$ cat src/hdl/mst_pkg.sv
// Shared types and constants for the multitouch slot tracker.
// Used by mst_ctrl, mst_dpath and multitouch_slot_tracker_unit; depends on nothing.
package mst_pkg;

    // Configuration port geometry
    localparam int unsigned ADDR_W = 5;
    localparam int unsigned DATA_W = 32;

    // Register indexes (paddr[4:2])
    localparam logic [2:0] REG_SCREEN_WIDTH  = 3'd0;
    localparam logic [2:0] REG_SCREEN_HEIGHT = 3'd1;
    localparam logic [2:0] REG_FLIP_H        = 3'd2;
    localparam logic [2:0] REG_FLIP_V        = 3'd3;
    localparam logic [2:0] REG_SWAP_AXES     = 3'd4;

    // Field widths
    localparam int unsigned COORD_W = 12;
    localparam int unsigned SIZE_W  = 13;
    localparam int unsigned CODE_W  = 3;
    localparam int unsigned VALUE_W = 17;

    // Reset values of the configuration registers
    localparam logic [SIZE_W-1:0] WIDTH_RST  = 13'd800;
    localparam logic [SIZE_W-1:0] HEIGHT_RST = 13'd480;

    // Output event codes
    localparam logic [CODE_W-1:0] EVC_SLOT  = 3'd0;
    localparam logic [CODE_W-1:0] EVC_TRACK = 3'd1;
    localparam logic [CODE_W-1:0] EVC_TOOL  = 3'd2;
    localparam logic [CODE_W-1:0] EVC_POS_X = 3'd3;
    localparam logic [CODE_W-1:0] EVC_POS_Y = 3'd4;
    localparam logic [CODE_W-1:0] EVC_SYNC  = 3'd5;

    // Input item kinds and touch event types
    localparam logic       KIND_POINT = 1'b0;
    localparam logic       KIND_FRAME = 1'b1;
    localparam logic [1:0] TYPE_DOWN    = 2'd0;
    localparam logic [1:0] TYPE_CONTACT = 2'd2;

    // Which event the output register loads
    typedef enum logic [2:0] {
        EV_PT_SLOT,
        EV_PT_TRACK,
        EV_PT_TOOL,
        EV_PT_X,
        EV_PT_Y,
        EV_REL_SLOT,
        EV_REL_TRACK,
        EV_SYNC
    } t_ev_sel;

    typedef struct packed {
        logic    accept;
        logic    scan_clr;
        logic    scan_inc;
        logic    load_out;
        t_ev_sel ev_sel;
        logic    last;
    } t_cmd;

    typedef struct packed {
        logic pt_emit;
        logic rel_bit;
        logic scan_last;
        logic sync_need;
        logic out_free;
    } t_sts;

endpackage

$ cat src/hdl/mst_ctrl.sv
// Controller state machine for the multitouch slot tracker.
// Depends on mst_pkg; drives the datapath in mst_dpath through t_cmd.
module mst_ctrl
    import mst_pkg::*;
(
    input  logic i_clk,
    input  logic i_rst_n,
    input  logic i_in_valid,
    input  logic i_kind,
    output logic o_in_stall,
    input  t_sts i_sts,
    output t_cmd o_cmd
);

    typedef enum logic [2:0] {
        S_IDLE,
        S_POINT,
        S_SCAN,
        S_REL_TRACK,
        S_SYNC
    } t_state;

    t_state     r_state, n_state;
    logic [2:0] r_step, n_step;

    always_comb begin
        n_state         = r_state;
        n_step          = r_step;
        o_cmd.accept    = 1'b0;
        o_cmd.scan_clr  = 1'b0;
        o_cmd.scan_inc  = 1'b0;
        o_cmd.load_out  = 1'b0;
        o_cmd.ev_sel    = EV_SYNC;
        o_cmd.last      = 1'b0;
        o_in_stall      = 1'b1;
        case (r_state)
            S_IDLE: begin
                o_in_stall = 1'b0;
                if (i_in_valid) begin
                    o_cmd.accept = 1'b1;
                    if (i_kind == KIND_FRAME) begin
                        o_cmd.scan_clr = 1'b1;
                        n_state        = S_SCAN;
                    end else if (i_sts.pt_emit) begin
                        n_step  = 3'd0;
                        n_state = S_POINT;
                    end
                end
            end
            S_POINT: begin
                case (r_step)
                    3'd0:    o_cmd.ev_sel = EV_PT_SLOT;
                    3'd1:    o_cmd.ev_sel = EV_PT_TRACK;
                    3'd2:    o_cmd.ev_sel = EV_PT_TOOL;
                    3'd3:    o_cmd.ev_sel = EV_PT_X;
                    default: o_cmd.ev_sel = EV_PT_Y;
                endcase
                o_cmd.last = (r_step == 3'd4);
                if (i_sts.out_free) begin
                    o_cmd.load_out = 1'b1;
                    if (r_step == 3'd4) begin
                        n_state = S_IDLE;
                    end else begin
                        n_step = r_step + 3'd1;
                    end
                end
            end
            S_SCAN: begin
                o_cmd.ev_sel = EV_REL_SLOT;
                if (i_sts.rel_bit) begin
                    if (i_sts.out_free) begin
                        o_cmd.load_out = 1'b1;
                        n_state        = S_REL_TRACK;
                    end
                end else if (i_sts.scan_last) begin
                    n_state = S_SYNC;
                end else begin
                    o_cmd.scan_inc = 1'b1;
                end
            end
            S_REL_TRACK: begin
                o_cmd.ev_sel = EV_REL_TRACK;
                if (i_sts.out_free) begin
                    o_cmd.load_out = 1'b1;
                    if (i_sts.scan_last) begin
                        n_state = S_SYNC;
                    end else begin
                        o_cmd.scan_inc = 1'b1;
                        n_state        = S_SCAN;
                    end
                end
            end
            S_SYNC: begin
                o_cmd.ev_sel = EV_SYNC;
                o_cmd.last   = 1'b1;
                if (!i_sts.sync_need) begin
                    n_state = S_IDLE;
                end else if (i_sts.out_free) begin
                    o_cmd.load_out = 1'b1;
                    n_state        = S_IDLE;
                end
            end
            default: begin
                n_state = S_IDLE;
            end
        endcase
    end

    always_ff @(posedge i_clk) begin
        if (!i_rst_n) begin
            r_state <= S_IDLE;
            r_step  <= 3'd0;
        end else begin
            r_state <= n_state;
            r_step  <= n_step;
        end
    end

endmodule

$ cat src/hdl/mst_dpath.sv
// Datapath of the multitouch slot tracker: configuration registers, slot table,
// frame masks, scan counter and the output event register. Depends on mst_pkg.
module mst_dpath
    import mst_pkg::*;
#(
    parameter int SLOT_COUNT       = 10,
    parameter int TRACKING_ID_BITS = 16
) (
    input  logic                      i_clk,
    input  logic                      i_rst_n,
    // configuration port
    input  logic                      psel,
    input  logic                      penable,
    input  logic                      pwrite,
    input  logic [ADDR_W-1:0]         paddr,
    input  logic [DATA_W-1:0]         pwdata,
    output logic [DATA_W-1:0]         prdata,
    output logic                      pready,
    // input item fields
    input  logic                      i_kind,
    input  logic [7:0]                i_x_high,
    input  logic [7:0]                i_x_low,
    input  logic [7:0]                i_y_high,
    input  logic [7:0]                i_y_low,
    // output event
    output logic                      o_out_valid,
    input  logic                      i_out_stall,
    output logic [CODE_W-1:0]         o_event_code,
    output logic signed [VALUE_W-1:0] o_event_value,
    output logic                      o_last_event,
    // controller link
    input  t_cmd                      i_cmd,
    output t_sts                      o_sts
);

    localparam int SLOT_W = (SLOT_COUNT > 1) ? $clog2(SLOT_COUNT) : 1;

    // Configuration registers
    logic [SIZE_W-1:0] r_width, r_height;
    logic              r_flip_h, r_flip_v, r_swap;
    logic              cfg_wr;
    logic [2:0]        cfg_idx;

    assign pready  = 1'b1;
    assign cfg_idx = paddr[4:2];
    assign cfg_wr  = psel && penable && pwrite;

    always_ff @(posedge i_clk) begin
        if (!i_rst_n) begin
            r_width  <= WIDTH_RST;
            r_height <= HEIGHT_RST;
            r_flip_h <= 1'b1;
            r_flip_v <= 1'b1;
            r_swap   <= 1'b0;
        end else if (cfg_wr) begin
            case (cfg_idx)
                REG_SCREEN_WIDTH:  r_width  <= pwdata[SIZE_W-1:0];
                REG_SCREEN_HEIGHT: r_height <= pwdata[SIZE_W-1:0];
                REG_FLIP_H:        r_flip_h <= pwdata[0];
                REG_FLIP_V:        r_flip_v <= pwdata[0];
                REG_SWAP_AXES:     r_swap   <= pwdata[0];
                default: ;
            endcase
        end
    end

    always_comb begin
        case (cfg_idx)
            REG_SCREEN_WIDTH:  prdata = DATA_W'(r_width);
            REG_SCREEN_HEIGHT: prdata = DATA_W'(r_height);
            REG_FLIP_H:        prdata = DATA_W'(r_flip_h);
            REG_FLIP_V:        prdata = DATA_W'(r_flip_v);
            REG_SWAP_AXES:     prdata = DATA_W'(r_swap);
            default:           prdata = '0;
        endcase
    end

    // Decode of the incoming point record
    logic [COORD_W-1:0] in_x, in_y;
    logic [3:0]         in_id;
    logic [1:0]         in_type;
    logic               id_ok, is_point, type_emit;
    logic [SLOT_W-1:0]  id_idx;

    assign in_x      = {i_x_high[3:0], i_x_low};
    assign in_y      = {i_y_high[3:0], i_y_low};
    assign in_id     = i_y_high[7:4];
    assign in_type   = i_x_high[7:6];
    assign id_ok     = (32'(in_id) < 32'(SLOT_COUNT));
    assign is_point  = (i_kind == KIND_POINT);
    assign type_emit = (in_type == TYPE_DOWN) || (in_type == TYPE_CONTACT);
    assign id_idx    = in_id[SLOT_W-1:0];

    // Mirror as size - 1 - c, clamped at zero, then the optional swap.
    logic signed [SIZE_W+1:0] mir_x, mir_y;
    logic [SIZE_W-1:0]        fx, fy;

    assign mir_x = $signed({2'b00, r_width}) - 15'sd1 - $signed({3'b000, in_x});
    assign mir_y = $signed({2'b00, r_height}) - 15'sd1 - $signed({3'b000, in_y});

    always_comb begin
        if (r_flip_h) begin
            fx = mir_x[SIZE_W+1] ? '0 : mir_x[SIZE_W-1:0];
        end else begin
            fx = SIZE_W'(in_x);
        end
        if (r_flip_v) begin
            fy = mir_y[SIZE_W+1] ? '0 : mir_y[SIZE_W-1:0];
        end else begin
            fy = SIZE_W'(in_y);
        end
    end

    // Tracking state
    logic [TRACKING_ID_BITS-1:0] r_slot_id [SLOT_COUNT];
    logic [SLOT_COUNT-1:0]       r_slot_vld;
    logic [TRACKING_ID_BITS-1:0] r_next_id;
    logic [SLOT_COUNT-1:0]       r_known, r_seen, r_rel;
    logic                        r_frame_emitted, r_sync_need;
    logic [SLOT_W-1:0]           r_scan;
    logic [SIZE_W-1:0]           r_x, r_y;
    logic [SLOT_W-1:0]           r_id;
    logic [SLOT_COUNT-1:0]       released;
    logic                        pt_emit;

    assign released = r_known & ~r_seen;
    assign pt_emit  = is_point && id_ok && type_emit;

    always_ff @(posedge i_clk) begin
        if (!i_rst_n) begin
            r_slot_vld      <= '0;
            r_next_id       <= '0;
            r_known         <= '0;
            r_seen          <= '0;
            r_rel           <= '0;
            r_frame_emitted <= 1'b0;
            r_sync_need     <= 1'b0;
            r_scan          <= '0;
        end else begin
            if (i_cmd.accept) begin
                if (!is_point) begin
                    // End of frame: free released slots and roll the masks.
                    r_rel           <= released;
                    r_slot_vld      <= r_slot_vld & ~released;
                    r_sync_need     <= (released != '0) || r_frame_emitted;
                    r_known         <= r_seen;
                    r_seen          <= '0;
                    r_frame_emitted <= 1'b0;
                end else if (id_ok) begin
                    r_seen[id_idx] <= 1'b1;
                    if (type_emit) begin
                        r_frame_emitted <= 1'b1;
                        if (!r_slot_vld[id_idx]) begin
                            r_slot_vld[id_idx] <= 1'b1;
                            r_next_id          <= r_next_id + TRACKING_ID_BITS'(1);
                        end
                    end
                end
            end
            if (i_cmd.scan_clr) begin
                r_scan <= '0;
            end else if (i_cmd.scan_inc) begin
                r_scan <= r_scan + SLOT_W'(1);
            end
        end
    end

    // Payload captured with the point record
    always_ff @(posedge i_clk) begin
        if (i_cmd.accept && pt_emit) begin
            r_x  <= r_swap ? fy : fx;
            r_y  <= r_swap ? fx : fy;
            r_id <= id_idx;
            if (!r_slot_vld[id_idx]) begin
                r_slot_id[id_idx] <= r_next_id;
            end
        end
    end

    // Output event register
    logic                      r_out_vld, r_last;
    logic [CODE_W-1:0]         r_code;
    logic [VALUE_W-1:0]        r_val;
    logic                      out_free;
    logic [31:0]               trk_ext;
    logic [CODE_W-1:0]         sel_code;
    logic [VALUE_W-1:0]        sel_val;

    assign out_free = !r_out_vld || !i_out_stall;
    assign trk_ext  = 32'(r_slot_id[r_id]);

    always_comb begin
        case (i_cmd.ev_sel)
            EV_PT_SLOT: begin
                sel_code = EVC_SLOT;
                sel_val  = VALUE_W'(r_id);
            end
            EV_PT_TRACK: begin
                sel_code = EVC_TRACK;
                sel_val  = trk_ext[VALUE_W-1:0];
            end
            EV_PT_TOOL: begin
                sel_code = EVC_TOOL;
                sel_val  = '0;
            end
            EV_PT_X: begin
                sel_code = EVC_POS_X;
                sel_val  = VALUE_W'(r_x);
            end
            EV_PT_Y: begin
                sel_code = EVC_POS_Y;
                sel_val  = VALUE_W'(r_y);
            end
            EV_REL_SLOT: begin
                sel_code = EVC_SLOT;
                sel_val  = VALUE_W'(r_scan);
            end
            EV_REL_TRACK: begin
                sel_code = EVC_TRACK;
                sel_val  = '1;
            end
            default: begin
                sel_code = EVC_SYNC;
                sel_val  = '0;
            end
        endcase
    end

    always_ff @(posedge i_clk) begin
        if (!i_rst_n) begin
            r_out_vld <= 1'b0;
        end else if (i_cmd.load_out) begin
            r_out_vld <= 1'b1;
        end else if (!i_out_stall) begin
            r_out_vld <= 1'b0;
        end
    end

    always_ff @(posedge i_clk) begin
        if (i_cmd.load_out) begin
            r_code <= sel_code;
            r_val  <= sel_val;
            r_last <= i_cmd.last;
        end
    end

    assign o_out_valid   = r_out_vld;
    assign o_event_code  = r_code;
    assign o_event_value = $signed(r_val);
    assign o_last_event  = r_last;

    assign o_sts.pt_emit   = pt_emit;
    assign o_sts.rel_bit   = r_rel[r_scan];
    assign o_sts.scan_last = (r_scan == SLOT_W'(SLOT_COUNT - 1));
    assign o_sts.sync_need = r_sync_need;
    assign o_sts.out_free  = out_free;

endmodule

$ cat src/hdl/multitouch_slot_tracker_unit.sv
// Multitouch slot tracker top level: joins the controller and the datapath.
// Depends on mst_pkg, mst_ctrl and mst_dpath.
//
// Takes one raw touch point record or end-of-frame mark per input transaction
// and produces protocol B style events on the output channel, one per cycle
// at most, through a single output register. A press or contact point is
// accepted and then gives five events in S_POINT; a lift-up point, a point with an
// id of SLOT_COUNT or more, or any point type without events is only accepted.
// An end-of-frame mark is accepted, then the controller walks the slots one per
// cycle unless a release waits on a stalled output, passes through S_REL_TRACK
// for the second event of each release and ends in S_SYNC. Configuration
// registers sit on the APB-style port at byte addresses 0, 4, 8, 12 and 16 and
// should be written while idle.
module multitouch_slot_tracker_unit
    import mst_pkg::*;
#(
    parameter int SLOT_COUNT       = 10,
    parameter int TRACKING_ID_BITS = 16
) (
    input  logic                      i_clk,
    input  logic                      i_rst_n,
    input  logic                      psel,
    input  logic                      penable,
    input  logic                      pwrite,
    input  logic [ADDR_W-1:0]         paddr,
    input  logic [DATA_W-1:0]         pwdata,
    output logic [DATA_W-1:0]         prdata,
    output logic                      pready,
    input  logic                      i_in_valid,
    output logic                      o_in_stall,
    input  logic                      i_kind,
    input  logic [7:0]                i_x_high,
    input  logic [7:0]                i_x_low,
    input  logic [7:0]                i_y_high,
    input  logic [7:0]                i_y_low,
    output logic                      o_out_valid,
    input  logic                      i_out_stall,
    output logic [CODE_W-1:0]         o_event_code,
    output logic signed [VALUE_W-1:0] o_event_value,
    output logic                      o_last_event
);

    t_cmd cmd;
    t_sts sts;

    mst_ctrl u_ctrl (
        .i_clk      (i_clk),
        .i_rst_n    (i_rst_n),
        .i_in_valid (i_in_valid),
        .i_kind     (i_kind),
        .o_in_stall (o_in_stall),
        .i_sts      (sts),
        .o_cmd      (cmd)
    );

    mst_dpath #(
        .SLOT_COUNT       (SLOT_COUNT),
        .TRACKING_ID_BITS (TRACKING_ID_BITS)
    ) u_dpath (
        .i_clk         (i_clk),
        .i_rst_n       (i_rst_n),
        .psel          (psel),
        .penable       (penable),
        .pwrite        (pwrite),
        .paddr         (paddr),
        .pwdata        (pwdata),
        .prdata        (prdata),
        .pready        (pready),
        .i_kind        (i_kind),
        .i_x_high      (i_x_high),
        .i_x_low       (i_x_low),
        .i_y_high      (i_y_high),
        .i_y_low       (i_y_low),
        .o_out_valid   (o_out_valid),
        .i_out_stall   (i_out_stall),
        .o_event_code  (o_event_code),
        .o_event_value (o_event_value),
        .o_last_event  (o_last_event),
        .i_cmd         (cmd),
        .o_sts         (sts)
    );

endmodule

$ cat config.mk
export PLATFORM = sky130hd
export DESIGN_NAME = multitouch_slot_tracker_unit
export DESIGN_NICKNAME = d
export VERILOG_FILES = /design/src/hdl/mst_pkg.sv /design/src/hdl/mst_ctrl.sv /design/src/hdl/mst_dpath.sv /design/src/hdl/multitouch_slot_tracker_unit.sv
export SDC_FILE = /design/constraint.sdc
export NUM_CORES = 1
export LEC_CHECK = 0
export BUFFER_PORTS_ARGS = -buffer_cell sky130_fd_sc_hd__buf_2
export CORE_ASPECT_RATIO = 0.8
export CORE_MARGIN = 1.5
export CORE_UTILIZATION = 25
export DETAILED_ROUTE_END_ITERATION = 12
export GPL_TIMING_DRIVEN = 0
export MAX_ROUTING_LAYER = met4
export PLACE_DENSITY_LB_ADDON = 0.2
export SETUP_SLACK_MARGIN = 0.2
export SYNTH_ARGS = -nofsm -noshare
export SYNTH_HDL_FRONTEND = slang
export SYNTH_SLANG_ARGS = --single-unit
$ cat constraint.sdc
create_clock -name i_clk -period 4.2 [get_ports i_clk]
set_clock_uncertainty 0.05 [all_clocks]
set_input_delay 0.21 -clock i_clk [delete_from_list [all_inputs] [get_ports i_clk]]
set_output_delay 0.21 -clock i_clk [all_outputs]
set_load 0.05 [all_outputs]
After elaboration in Yosys (flattened, before gate mapping)
Memories as Yosys holds them, arrays and structs flattened. A register that Yosys moved wholly into a read port is not among the register bits.
Index checks and enable logic that the tools add are counted.
{"block": "word_totals", "ff_bits": 149, "mem_bits_rw": 160, "input_bits": 77, "output_inout_bits": 56, "word_cells": 174, "memories": 1}
{"block": "classes", "n_addsub": 7, "n_lt_le_gt_ge": 4, "n_eq_ne": 33, "n_mux": 63, "n_bitwise": 9, "n_reduce_logical": 35}
{"memory": "u_dpath.r_slot_id", "depth": 10, "width": 16, "rd": 1, "rd_clocked_by_memory_dff": 1, "wr": 1, "line_no": "mst_dpath.sv:115", "rtl": "logic [TRACKING_ID_BITS-1:0] r_slot_id [SLOT_COUNT];"}
{"op": "17-bit one-hot mux with 6 select lines", "count": 1}
{"op": "13-bit 2-to-1 mux", "count": 6}
{"op": "13-bit one-hot mux with 5 select lines", "count": 1}
{"op": "10-bit 2-to-1 mux", "count": 6}
{"op": "3-bit 2-to-1 mux", "count": 17}
{"op": "3-bit one-hot mux with 5 select lines", "count": 2}
{"op": "15-bit by 13-bit subtractor with 15-bit output", "count": 2}
{"op": "13-bit by 1-bit subtractor with 14-bit output (second input constant)", "count": 2}
{"op": "3-bit by 2-bit equality test with 1-bit output (second input constant)", "count": 8}
{"op": "10-bit AND", "count": 2}
{"op": "10-bit NOT", "count": 2}
{"op": "10-bit OR", "count": 2}
{"op": "3-bit equality test (second input constant)", "count": 6}
{"op": "1-bit 2-to-1 mux", "count": 18}
{"op": "16-bit by 1-bit adder with 16-bit output (second input constant)", "count": 1}
{"op": "4-bit one-hot mux with 4 select lines", "count": 1}
{"op": "2-bit AND reduction", "count": 7}
{"op": "3-bit by 1-bit equality test with 1-bit output (second input constant)", "count": 4}
{"op": "3-bit logical NOT", "count": 4}
{"op": "3-bit one-hot mux with 4 select lines", "count": 1}
{"op": "4-bit by 5-bit less-than comparator with 1-bit output (second input constant)", "count": 2}
{"op": "2-bit by 1-bit != test with 1-bit output (second input constant)", "count": 5}
{"op": "10-bit nonzero test", "count": 1}
{"op": "1-bit binary-select mux with 4-bit select", "count": 2}
{"op": "other kinds (26)", "count": 48}

Logic depth before layout (Yosys ltp)
Gate-level depths: netlist of run 1.
{"block": "depth", "ltp_word": 9, "ltp_mapped": 14, "depth_no_buf": 13}

By module
A second synthesis of run 1 with hierarchy kept.
{"block": "unflattened", "cells_unflattened": 1353, "hier_area_um2": 15279.7}
{"module": "mst_dpath", "instances": 1, "cells_per_inst": 1273, "area_each_um2": 14677.8, "seq_area_each_um2": 8257.9}
{"module": "mst_ctrl", "instances": 1, "cells_per_inst": 80, "area_each_um2": 601.8, "seq_area_each_um2": 120.1}

Least setup slack after synthesis of run 1
OpenSTA, ideal clock, no wires.
{"block": "synth_timing", "kind": "reg-to-reg", "startpoint": "register u_ctrl.r_state[1]", "endpoint": "memory u_dpath.r_slot_id[0][0], enable pin", "setup_time_ns": 0.412, "arrival_time_ns": 3.996, "t_required_ns": 3.738, "path_slack_ns": -0.257, "path_stages_with_launch": 8, "n_path_buf": 1, "synth_period_minus_slack_ns": 4.457, "path_cell_list": "dfxtp_1 buf_6 nor3_4 nand2_2 nor4_4 o221ai_2 or3_1 nor3_1"}
{"block": "synth_between", "elab_chain_len": 5}
{"element": "start: declaration", "line_no": "mst_ctrl.sv:23", "rtl": "t_state r_state, n_state;"}
{"element": "start signal: assignment", "line_no": "mst_ctrl.sv:114", "rtl": "r_state <= n_state;"}
{"element": "3-bit logical NOT", "line_no": "mst_ctrl.sv:36", "rtl": "case (r_state)"}
{"element": "2-bit 2-to-1 mux", "line_no": "mst_ctrl.sv:36"}
{"element": "1-bit logical AND", "line_no": "mst_dpath.sv:170", "rtl": "if (i_cmd.accept && pt_emit) begin"}
{"element": "1-bit 2-to-1 mux", "line_no": "mst_dpath.sv:170"}
{"element": "1-bit 2-to-1 mux (not written as such)", "line_no": "mst_dpath.sv:175", "rtl": "r_slot_id[id_idx] <= r_next_id;"}
{"element": "end: declaration", "line_no": "mst_dpath.sv:115"}
No other way between the ends.

Worst setup path after layout of run 1
{"block": "layout_timing", "startpoint": "register u_dpath.r_width[2]", "endpoint": "register u_dpath.r_x[12], data pin"}
{"block": "layout_between", "elab_chain_len": 5}
{"element": "start: declaration", "line_no": "mst_dpath.sv:39", "rtl": "logic [SIZE_W-1:0] r_width, r_height;"}
{"element": "start signal: assignment", "line_no": "mst_dpath.sv:57", "rtl": "REG_SCREEN_WIDTH: r_width <= pwdata[SIZE_W-1:0];"}
{"element": "13-bit by 1-bit subtractor with 14-bit output", "line_no": "mst_dpath.sv:98", "rtl": "assign mir_x = $signed({2'b00, r_width}) - 15'sd1 - $signed({3'b000, in_x});"}
{"element": "15-bit by 13-bit subtractor with 15-bit output", "line_no": "mst_dpath.sv:98"}
{"element": "13-bit 2-to-1 mux", "line_no": "mst_dpath.sv:103", "rtl": "fx = mir_x[SIZE_W+1] ? '0 : mir_x[SIZE_W-1:0];"}
{"element": "13-bit 2-to-1 mux", "line_no": "mst_dpath.sv:102", "rtl": "if (r_flip_h) begin"}
{"element": "13-bit 2-to-1 mux", "line_no": "mst_dpath.sv:171", "rtl": "r_x <= r_swap ? fy : fx;"}
{"element": "end signal: assignment", "line_no": "mst_dpath.sv:171"}
{"element": "end: declaration", "line_no": "mst_dpath.sv:121", "rtl": "logic [SIZE_W-1:0] r_x, r_y;"}
No other way between the ends.
A chain may end at the register's enable or synchronous reset.

==> metrics.txt, run 1 <==
Yosys top cell by area=edfxtp_1; clock root buffer=clkbuf_16; CTS Buffer Depth=3; TritonCTS clock tree=built; crit-path cells=nor3_4 > nand3_1 > or3_1 > xnor2_1 > ha_1 > a21o_1 > a21o_1 > a221o_1 > o2bb2ai_1 > a21oi_1 > clkbuf_2 > and3_1 > mux2_2; final core occ=a little under a third; Detailed Route WL=approximately 43 mm; Synth Instances=1281; clk_lat worst skew=between 500 and 600 ps; initial DRC count=629; worst vdd ir=210.7 uV; WP data arrival=between 4000 and 5000 ps; row count=80; Synth area leaders=edfxtp_1 (42%), dfxtp_1 (14%), mux4_2 (5.4%), nand2_1 (3.4%), ha_1 (2.8%); DRT Pass-1 Iters=5; switching pwr=about 2100 uW; FF+latch count, synth=313; Final Hold Vio Count=0; PwrDens=roughly 420 nW/um^2; drt wl/cell=approximately 19 um; Min Hold Slack=67.26 ps; routed vias/inst=4.615; full die area=between 60000 and 70000 sq um; Tot Pwr=approximately 7700 uW; fillers=around 6100; initial antenna violation count=1; core area=59460 sq um; post-synth top area share=a little over two fifths; layout cells sized above 1=a little under a fifth; Worst-path clk slew=60 ps; # Post-CTS Setup Buffers=0; CP Capture Type=flop; number of nets with antenna violations after routing=0; Leakage=around 0.0062 uW; ys async rst share=0%; critical path class=flop to flop; HPWL after DPL=approximately 32 mm; ys flop type=edfxtp_1; slowest stage cell, crit path=a221o_1; buffers added on ports=85; Yosys cell types=between 60 and 70; Area growth syn-to-layout=20.59%; status=finished clean; Reg power frac=between 40% and 50%; # setup viols final=0; Fmax=around 260 MHz; final worst-path cycle share=approximately nine tenths; slowest cell delay on critical path=a little under 400 ps; gpl congestion=roughly 0.82; maxcap violations=0; RSZ-0062 raised after global routing=false; Synth warnings=0; effective utilization at floorplan=about a quarter; Top cell by count, worst path=a21o_1; post-synth design cell area=roughly 15000 sq um; Die H=~220 um; combinational fraction of design power=between 15 and 20%; Layout Nets=roughly 1600; min Tclk post-route=around 3800 ps; Max Slew Vio Count=0; via count=~10000; Hold Crit Class=primary input to flop; GRT overflow=0; internal power=between 5000 and 6000 uW; clk sinks=313; CTS Buf Count=36; Worst Path Max Fanout=10; startpoint types=flop; sequential-to-total area share from yosys stat=roughly 56%; Sw Share=approximately 28%; CP required=about 4400 ps; I/O Pins=~130; vias in the first global route=roughly 10000; first-pass GRT wire length=between 60 and 70 mm; Worst Tran Pin Value=912.8 ps; Setup TNS Final=0 ps; max_slew headroom=about two fifths; GRT Overall Usage=roughly 14%; Die Wd=276.9 um; DR DRC count=0; final instance area=about 18000 sq um; Clk network pwr share=40.2%; EDFF count, synth=211; largest net degree at the start of global routing=22; CTS HTree Levels=2; placed cell areas=between 15000 and 20000 sq um; Synth Area per Inst=around 12 sq um
## area by class of cell
cell class / instances / area (sq um) / area share (%)
multi-input cells: 854 / 6211 / 34.34
flip-flops and latches: 313 / 8379 / 46.33
plain buffers: 82 / 399.1 / 2.207
inverters: 51 / 191.4 / 1.058
diodes: 2 / 5.005 / 0.02767
clock buffers: 44 / 950.9 / 5.257
clock inverters: 20 / 186.4 / 1.031
well taps: 779 / 974.7 / 5.389
repair buffers: 115 / 789.5 / 4.365
## cell usage in the layout, fill, tap and decap left out, types with 21 or more instances in the layout
cell,count
edfxtp_1,211
nand2_1,136
dfxtp_1,101
buf_2,91
nor2_1,66
o21ai_0,58
clkbuf_1,57
a21oi_1,50
inv_1,49
mux2i_1,37
mux4_2,36
clkbuf_16,36
ha_1,34
nand2b_1,32
a21boi_0,31
and2_1,30
xnor2_1,30
nand3_1,25
nor2b_1,23
nor3_1,21
xor2_1,21
## routing by layer
layer  wire length [um]  global-route usage, %
met1              20570                  19.40
met3               2238                  3.119
met4                833                  3.492
met2              19170                  21.45
met5                  0                      -
## path summary, 6_finish.rpt
kind / end / from / cells after the start / slack [ps]
worst max-delay path: u_dpath.r_x[12] / u_dpath.r_width[2] / 13 / 390
worst min-delay path: u_dpath.r_known[9] / i_in_valid / 4 / 70
worst min register to register: u_dpath.r_frame_emitted / u_dpath.r_frame_emitted / 2 / 410
worst max register to register: u_dpath.r_x[12] / u_dpath.r_width[2] / 13 / 390
## cell usage after synthesis (all sizes together) (9+ instances only)
master  number
nor2b       23
nand3       25
and2        30
nor3        31
nor2        72
ha          34
a32oi       18
mux2        18
mux4        36
edfxtp     211
a21boi      34
or3          9
a21oi       50
clkbuf      52
o21a        12
nor4        10
mux2i       37
nand2      137
a221oi      13
inv         49
xor2        21
a31oi       11
xnor2       30
a211oi      11
nand2b      32
buf         30
dfxtp      102
o21ai       60
## timing repair
| action | 4_1_cts | 5_1_grt |
|---|---|---|
| gates resized for setup | 2 | 10 |
| setup endpoints to repair | 4 | 22 |
| hold buffers | 19 | 0 |
| hold endpoints to repair | 36 | 0 |
| pin swaps | 0 | 1 |
| cloned | 0 | 1 |
## flip-flops by register name, indices dropped and copies added (netlist names), 10 cells and up, named ones only
name and cells:
u_dpath.r_height 13, u_dpath.r_slot_vld 10, u_dpath.r_y 13, u_dpath.r_next_id 16, u_dpath.o_event_value 17, u_dpath.r_x 13
u_dpath.r_known 10, u_dpath.r_seen 10, u_dpath.r_rel 10, u_dpath.r_slot_id 160, u_dpath.r_width 13
## power groups by stage
stage / logic [uW] / clock network (uW) / registers, uW
detailed placement: 1130 / 0 / 3500
finish: 1160 / 3080 / 3430
global placement: 1120 / 0 / 3500
floorplan: 681 / 0 / 3600
global route: 1260 / 3270 / 3440
CTS: 1150 / 3170 / 3430
## cells by family (layout without fill, tap and decap cells)
family	count (synthesis)	after routing	share of synthesized area, %
AOI/OAI and AO/OA	253	253	11.46
and+or+nand+nor	402	403	13.40
DFF	313	313	55.86
xor gates and xnor gates	51	51	2.978
other	2	22	0.05007
adders and majority gates	36	36	3.103
buffers and inverters	133	312	3.929
muxes	91	91	9.226
## critical path, delay by kind of cell (launching register included)
family | cells | cell delay, ps
xor gates and xnor gates | 1 | 160
buffers and inverters | 1 | 240
AOI/OAI and AO/OA | 5 | 1100
muxes | 1 | 280
and+or+nand+nor | 4 | 980
DFF | 1 | 380
adders and majority gates | 1 | 350
## metrics by stage
stage,cells,worst slack (ps)
finish,2260,389.7
global route,2259,207.4
CTS,2256,274.2
detailed placement,2173,130.3
global placement,2163,-1863
floorplan,1299,187.7
(Power assumes the default switching activity.)
==> inputs of run 2 (changes only) <==
Settings changed: CTS_BUF_LIST set to sky130_fd_sc_hd__clkbuf_16.
Clock period 4.2 ns to 4.4 ns, I/O delays scaled along.
==> run 2 against run 1 <==
Clock power is 6% lower. Combinational power shrank 4%. Die area unchanged. Register-to-register slack gained 60 ps. Via count about the same. Non-clock buffer count did not move. Count of clock-buffer cells in the layout is 8 lower. Setup slack better by 57 ps. Maximum frequency down 3.6%. Hold slack improved by 8.2 ps. Critical path depth unchanged. Largest power group unchanged. Highest routed layer unchanged.
==> metrics.txt, run 2 (same netlist as run 1, synthesis figures left out) <==
status=finished clean; full die area=61490 sq um (unchanged); DR DRC count=0 (unchanged); Cells after DPL=2173 (unchanged); max reg flops=160 (unchanged); DRT Pass-1 Iters=5 (unchanged); TritonCTS clock tree=built; largest net degree at the start of global routing=22 (unchanged); GRT overflow=0 (unchanged); effective utilization at floorplan=25.23% (unchanged); routed vias/inst=4.621 (+0.13%); vias in the first global route=10270 (+0.11%); CP Capture Type=flop; Area growth syn-to-layout=20.05%; HPWL after DPL=31.69 mm (unchanged); gpl congestion=0.8217 (unchanged); clk sinks=313 (unchanged); Die H=222.1 um (unchanged); CTS HTree Levels=2 (unchanged); commonest non-fill, non-tap cell in the layout=edfxtp_1; via count=10440 (+0.038%); Final WS setup=446.5 ps (+56.71 ps); CTS Buffer Depth=3 (unchanged); most frequent cells in the layout=edfxtp_1 (211), nand2_1 (136), dfxtp_1 (102); Worst Tran Pin Value=915.3 ps (+2.514 ps); initial DRC count=617 (-1.9%); CTS Buf Count=36 (unchanged); min Tclk post-route=3954 ps (+143.3 ps); core area=59460 sq um (unchanged); clock root buffer=clkbuf_16; RSZ-0062 raised after global routing=false; number of nets with antenna violations after routing=0 (unchanged); # Post-CTS Setup Buffers=0 (unchanged); clk_lat worst skew=560 ps (about the same); I/O Pins=133 (unchanged); layout cells sized above 1=17.73% (-0.46 points); Detailed Route WL=42.76 mm (-0.11%); startpoint types=flop; max_slew headroom=38.98% (-0.17 points); Setup TNS Final=0 ps (unchanged); Worst Path Max Fanout=10 (unchanged); worst vdd ir=200.5 uV (-4.8%); first-pass GRT wire length=64.28 mm (about the same); Max Slew Vio Count=0 (unchanged); non-filler cells, final=2258 (-0.088%); Tot Pwr=7269 uW (-5.3%); GRT Overall Usage=14.23% (about the same); Worst-path clk slew=60 ps (about the same); critical path class=flop to flop; final worst-path cycle share=89.85% (-0.87 points); drt wl/cell=18.94 um (about the same); Final Hold Vio Count=0 (unchanged); Leakage=0.006242 uW (about the same); Die Wd=276.9 um (unchanged); Layout Nets=1565 (-0.064%); Hold Crit Class=primary input to flop; WP data arrival=4190 ps (+150 ps); Fmax=252.9 MHz (-3.6%); maxcap violations=0 (unchanged); row count=80 (unchanged); PwrDens=403.6 nW/um^2 (-4.8%); Min Hold Slack=75.42 ps (+8.160 ps); Place WS=330.3 ps (+200.0 ps); buffers added on ports=85 (unchanged); Top reg by flops=u_dpath.r_slot_id; CP required=4630 ps (+200 ps); # setup viols final=0 (unchanged); initial antenna violation count=1 (unchanged)
-- run 2: cell count changes in the layout (fill, tap and decap cells not counted) --
cell and change:
nor4_2 +2, diode_2 -1, a31oi_2 -1, clkinv_1 +2
a31oi_1 +1, nor3_1 +2, dfxtp_1 +1, dfxtp_2 -1
nor4_4 -2, nor3_4 -2, inv_1 +6, nor3_2 -1
clkbuf_8 -2, clkbuf_1 -6
-- run 2: area by class of cell --
type                            instances  area (sq um)
Tap cell                              779         974.7
Inverter                               51         191.4
Clock buffer                           36         900.9
Antenna cell                            1         2.502
Timing Repair Buffer                  115         789.5
Multi-Input combinational cell        853          6155
Buffer                                 82         399.1
Clock inverter                         28         216.5
Sequential cell                       313          8378
Fill cell                            6154         41450
-- run 2: through the flow --
step                cell area (sq um)  util, %
floorplan                       15080        -
global placement                16480    27.71
detailed placement              16650    28.01
CTS                             17960    30.20
global route                    18010    30.29
finish                          18010    30.29
-- run 2: metal layers --
layer | wire (um) | global-route usage, %
met5 | 0 | -
met4 | 841 | 3.492
met3 | 2282 | 3.119
met2 | 19210 | 21.47
met1 | 20430 | 19.37
-- run 2: worst paths after layout --
check	from	end	slack (ps)	cells after the start
worst max-delay path	u_dpath.r_width[2]	u_dpath.r_y[12]	450	13
worst min-delay path	i_in_valid	u_dpath.r_known[9]	80	4
worst min register to register	u_dpath.r_frame_emitted	u_dpath.r_frame_emitted	410	2
worst max register to register	u_dpath.r_width[2]	u_dpath.r_y[12]	450	13
-- run 2: repair_timing --
item,4_1_cts,5_1_grt
hold endpoints to repair,36,0
gates resized for setup,0,4
setup endpoints to repair,0,22
hold buffers,19,0
-- run 2: where the power goes --
part / switching (uW) / internal, uW
logic: 740 / 365
clock network: 1220 / 1670
registers: 52.2 / 3220
total: 2020 / 5250
-- run 2: worst max-delay path, cell delays in order, from the launching register on --
cell	delay, ps
dfxtp_1	370
nor3_1	350
nand3_1	190
or3_1	380
xnor2_1	160
ha_1	350
a21o_1	210
a21o_1	180
a221o_1	390
o2bb2ai_1	150
a21oi_1	170
clkbuf_2	240
and3_1	230
mux2_2	290
==> inputs of run 3 (changes only) <==
Settings changed: PLACE_DENSITY_LB_ADDON 0.2 to 0.3.
==> run 3 against run 2 <==
Final area decreased by 0.76%. Cell count decreased by 0.27%. Sequential power barely moved. Count of clock-buffer cells in the layout fell by 5. Maximum frequency increased by 2.7%. Register-to-register slack improved by 100 ps.
==> metrics.txt, run 3 (same netlist as run 1, synthesis figures left out) <==
status=finished clean; I/O Pins=133 (unchanged); slowest cell delay on critical path=400 ps (about the same); Max Slew Vio Count=0 (unchanged); Hold Crit Class=primary input to flop; drt wl/cell=18.64 um (-1.6%); maxcap violations=0 (unchanged); Place WS=344.3 ps (+14.04 ps); DR DRC count=0 (unchanged); final worst-path cycle share=87.53% (-2.3 points); Fmax=259.7 MHz (+2.7%); Top reg by flops=u_dpath.r_slot_id; initial antenna violation count=2 (+1); core area=59460 sq um (unchanged); Die H=222.1 um (unchanged); CP required=4670 ps (+40 ps); R2R cell count=13 (unchanged); max reg flops=160 (unchanged); crit-path cells=nor3_2 > nand3_1 > or3_1 > xnor2_1 > ha_1 > a21o_1 > a21o_1 > a221o_1 > o21ai_0 > a21oi_1 > clkbuf_2 > and3_1 > mux2_2; Leakage=0.006186 uW (-0.91%); R2R Path Start=u_dpath.r_width[2]; CTS HTree Levels=1 (-1); via count=10510 (+0.70%); Worst Tran Pin Value=921.1 ps (+5.822 ps); routed vias/inst=4.666 (+0.97%); buffers added on ports=85 (unchanged); TritonCTS clock tree=built; Top cell by count, worst path=a21o_1; CP Capture Type=flop; startpoint types=flop; commonest non-fill, non-tap cell in the layout=edfxtp_1; Layout Nets=1560 (-0.32%); Area growth syn-to-layout=19.14%; PwrDens=381.9 nW/um^2 (-5.4%); Worst-path clk slew=60 ps (about the same); Critical Path Stages=13 (unchanged); layout cells sized above 1=17.19% (-0.54 points); footprint of the multi-input gates=6150 sq um (about the same); initial DRC count=687 (+11%); critical path class=flop to flop; non-filler cells, final=2252 (-0.27%); slowest stage cell, crit path=dfxtp_1; GRT Overall Usage=13.95% (-0.28 points); RSZ-0062 raised after global routing=false; clock root buffer=clkbuf_16; min Tclk post-route=3851 ps (-102.4 ps); Top delay family on crit path=compound AO/OA/AOI/OAI gates; DRT Pass-1 Iters=5 (unchanged); WP data arrival=4130 ps (-60 ps); GRT overflow=0 (unchanged); most frequent cells in the layout=edfxtp_1 (211), nand2_1 (136), dfxtp_1 (102); vias in the first global route=10490 (+2.1%); clk sinks=313 (unchanged); number of nets with antenna violations after routing=0 (unchanged); effective utilization at floorplan=25.23% (unchanged); first-pass GRT wire length=64.51 mm (+0.35%); row count=80 (unchanged); Final Hold Vio Count=0 (unchanged); full die area=61490 sq um (unchanged); Die Wd=276.9 um (unchanged); FF/Latch Area=8378 sq um (unchanged); gpl congestion=0.8265 (+0.58%); CP startpoint=u_dpath.r_width[2]; # setup viols final=0 (unchanged); largest net degree at the start of global routing=22 (unchanged); worst hold start=i_y_low[4]; max_slew headroom=38.59% (-0.39 points); CTS Buf Count=31 (-14%); clk_lat worst skew=580 ps (+20 ps); Final WS setup=548.8 ps (+102.4 ps); Detailed Route WL=41.97 mm (-1.9%); buffers and inverters on the worst path=1 (unchanged); fillers=6111 (-0.70%); WHS Path Cells=3 (-1); worst vdd ir=358.5 uV (+79%); HPWL after DPL=31.34 mm (-1.1%); Worst Path Max Fanout=10 (unchanged); CTS Buffer Depth=3 (unchanged); Cells after DPL=2173 (unchanged)
## run 3: worst paths after layout
kind	endpoint	slack, ps
max	u_dpath.r_x[12]	550
min	u_dpath.r_x[4]	40
max reg2reg	u_dpath.r_x[12]	550
min reg2reg	u_dpath.r_known[0]	420
## run 3: layout make-up
class / count / area share (%)
sequential: 313 / 46.88
multi-input combinational: 853 / 34.41
tap: 779 / 5.454
timing repair buffer: 115 / 4.705
clock buffer: 31 / 4.341
buffer: 82 / 2.233
inverter: 51 / 1.071
clock inverter: 27 / 0.8892
antenna: 1 / 0.01400
## run 3: metal layers
layer | wire length (um) | GRT usage (%) | up-vias
met5 | 0 | - | -
met4 | 765 | 2.499 | 0
met3 | 1633 | 1.707 | 60
met2 | 19200 | 21.87 | 227
met1 | 20370 | 19.52 | 5205
li1 | - | - | 5016
## run 3: worst register-to-register path, delay by kind of cell, from the launching register on
kind | cells | cell delay [ps]
multiplexers | 1 | 300
AND/OR/NAND/NOR | 4 | 1040
buffers and inverters | 1 | 230
flip-flops | 1 | 400
XOR/XNOR | 1 | 210
adder cells (fa/ha/maj) | 1 | 320
AO/OA/AOI/OAI | 5 | 1060
## run 3: what timing repair did
action / in CTS / in global routing
endpoints found under the hold margin: 39 / 0
endpoints found under the setup margin: 0 / 26
hold buffers: 19 / 0
gates resized for setup: 0 / 4
buffers inserted: 0 / 0
## run 3: metrics by stage
stage          total power [uW]  cell area (sq um)  hold WS, ps  TNS, ps  util [%]
2_1_floorplan              4086              15080        268.9        0         -
3_3_place_gp               4393              16480        390.9  -178100     27.71
3_5_place_dp               4409              16720        387.1        0     28.13
4_1_cts                    6914              17850        2.736        0     30.02
5_1_grt                    7116              17870        33.68        0     30.05
6_report                   6824              17870        41.54        0     30.06
## run 3: report_power, final
group / switching, uW / total (uW) / leakage, uW / internal (uW)
Clock: 1130 / 2470 / 0.000492 / 1340
Combinational: 725 / 1080 / 0.00304 / 351
Sequential: 54.0 / 3280 / 0.00266 / 3220
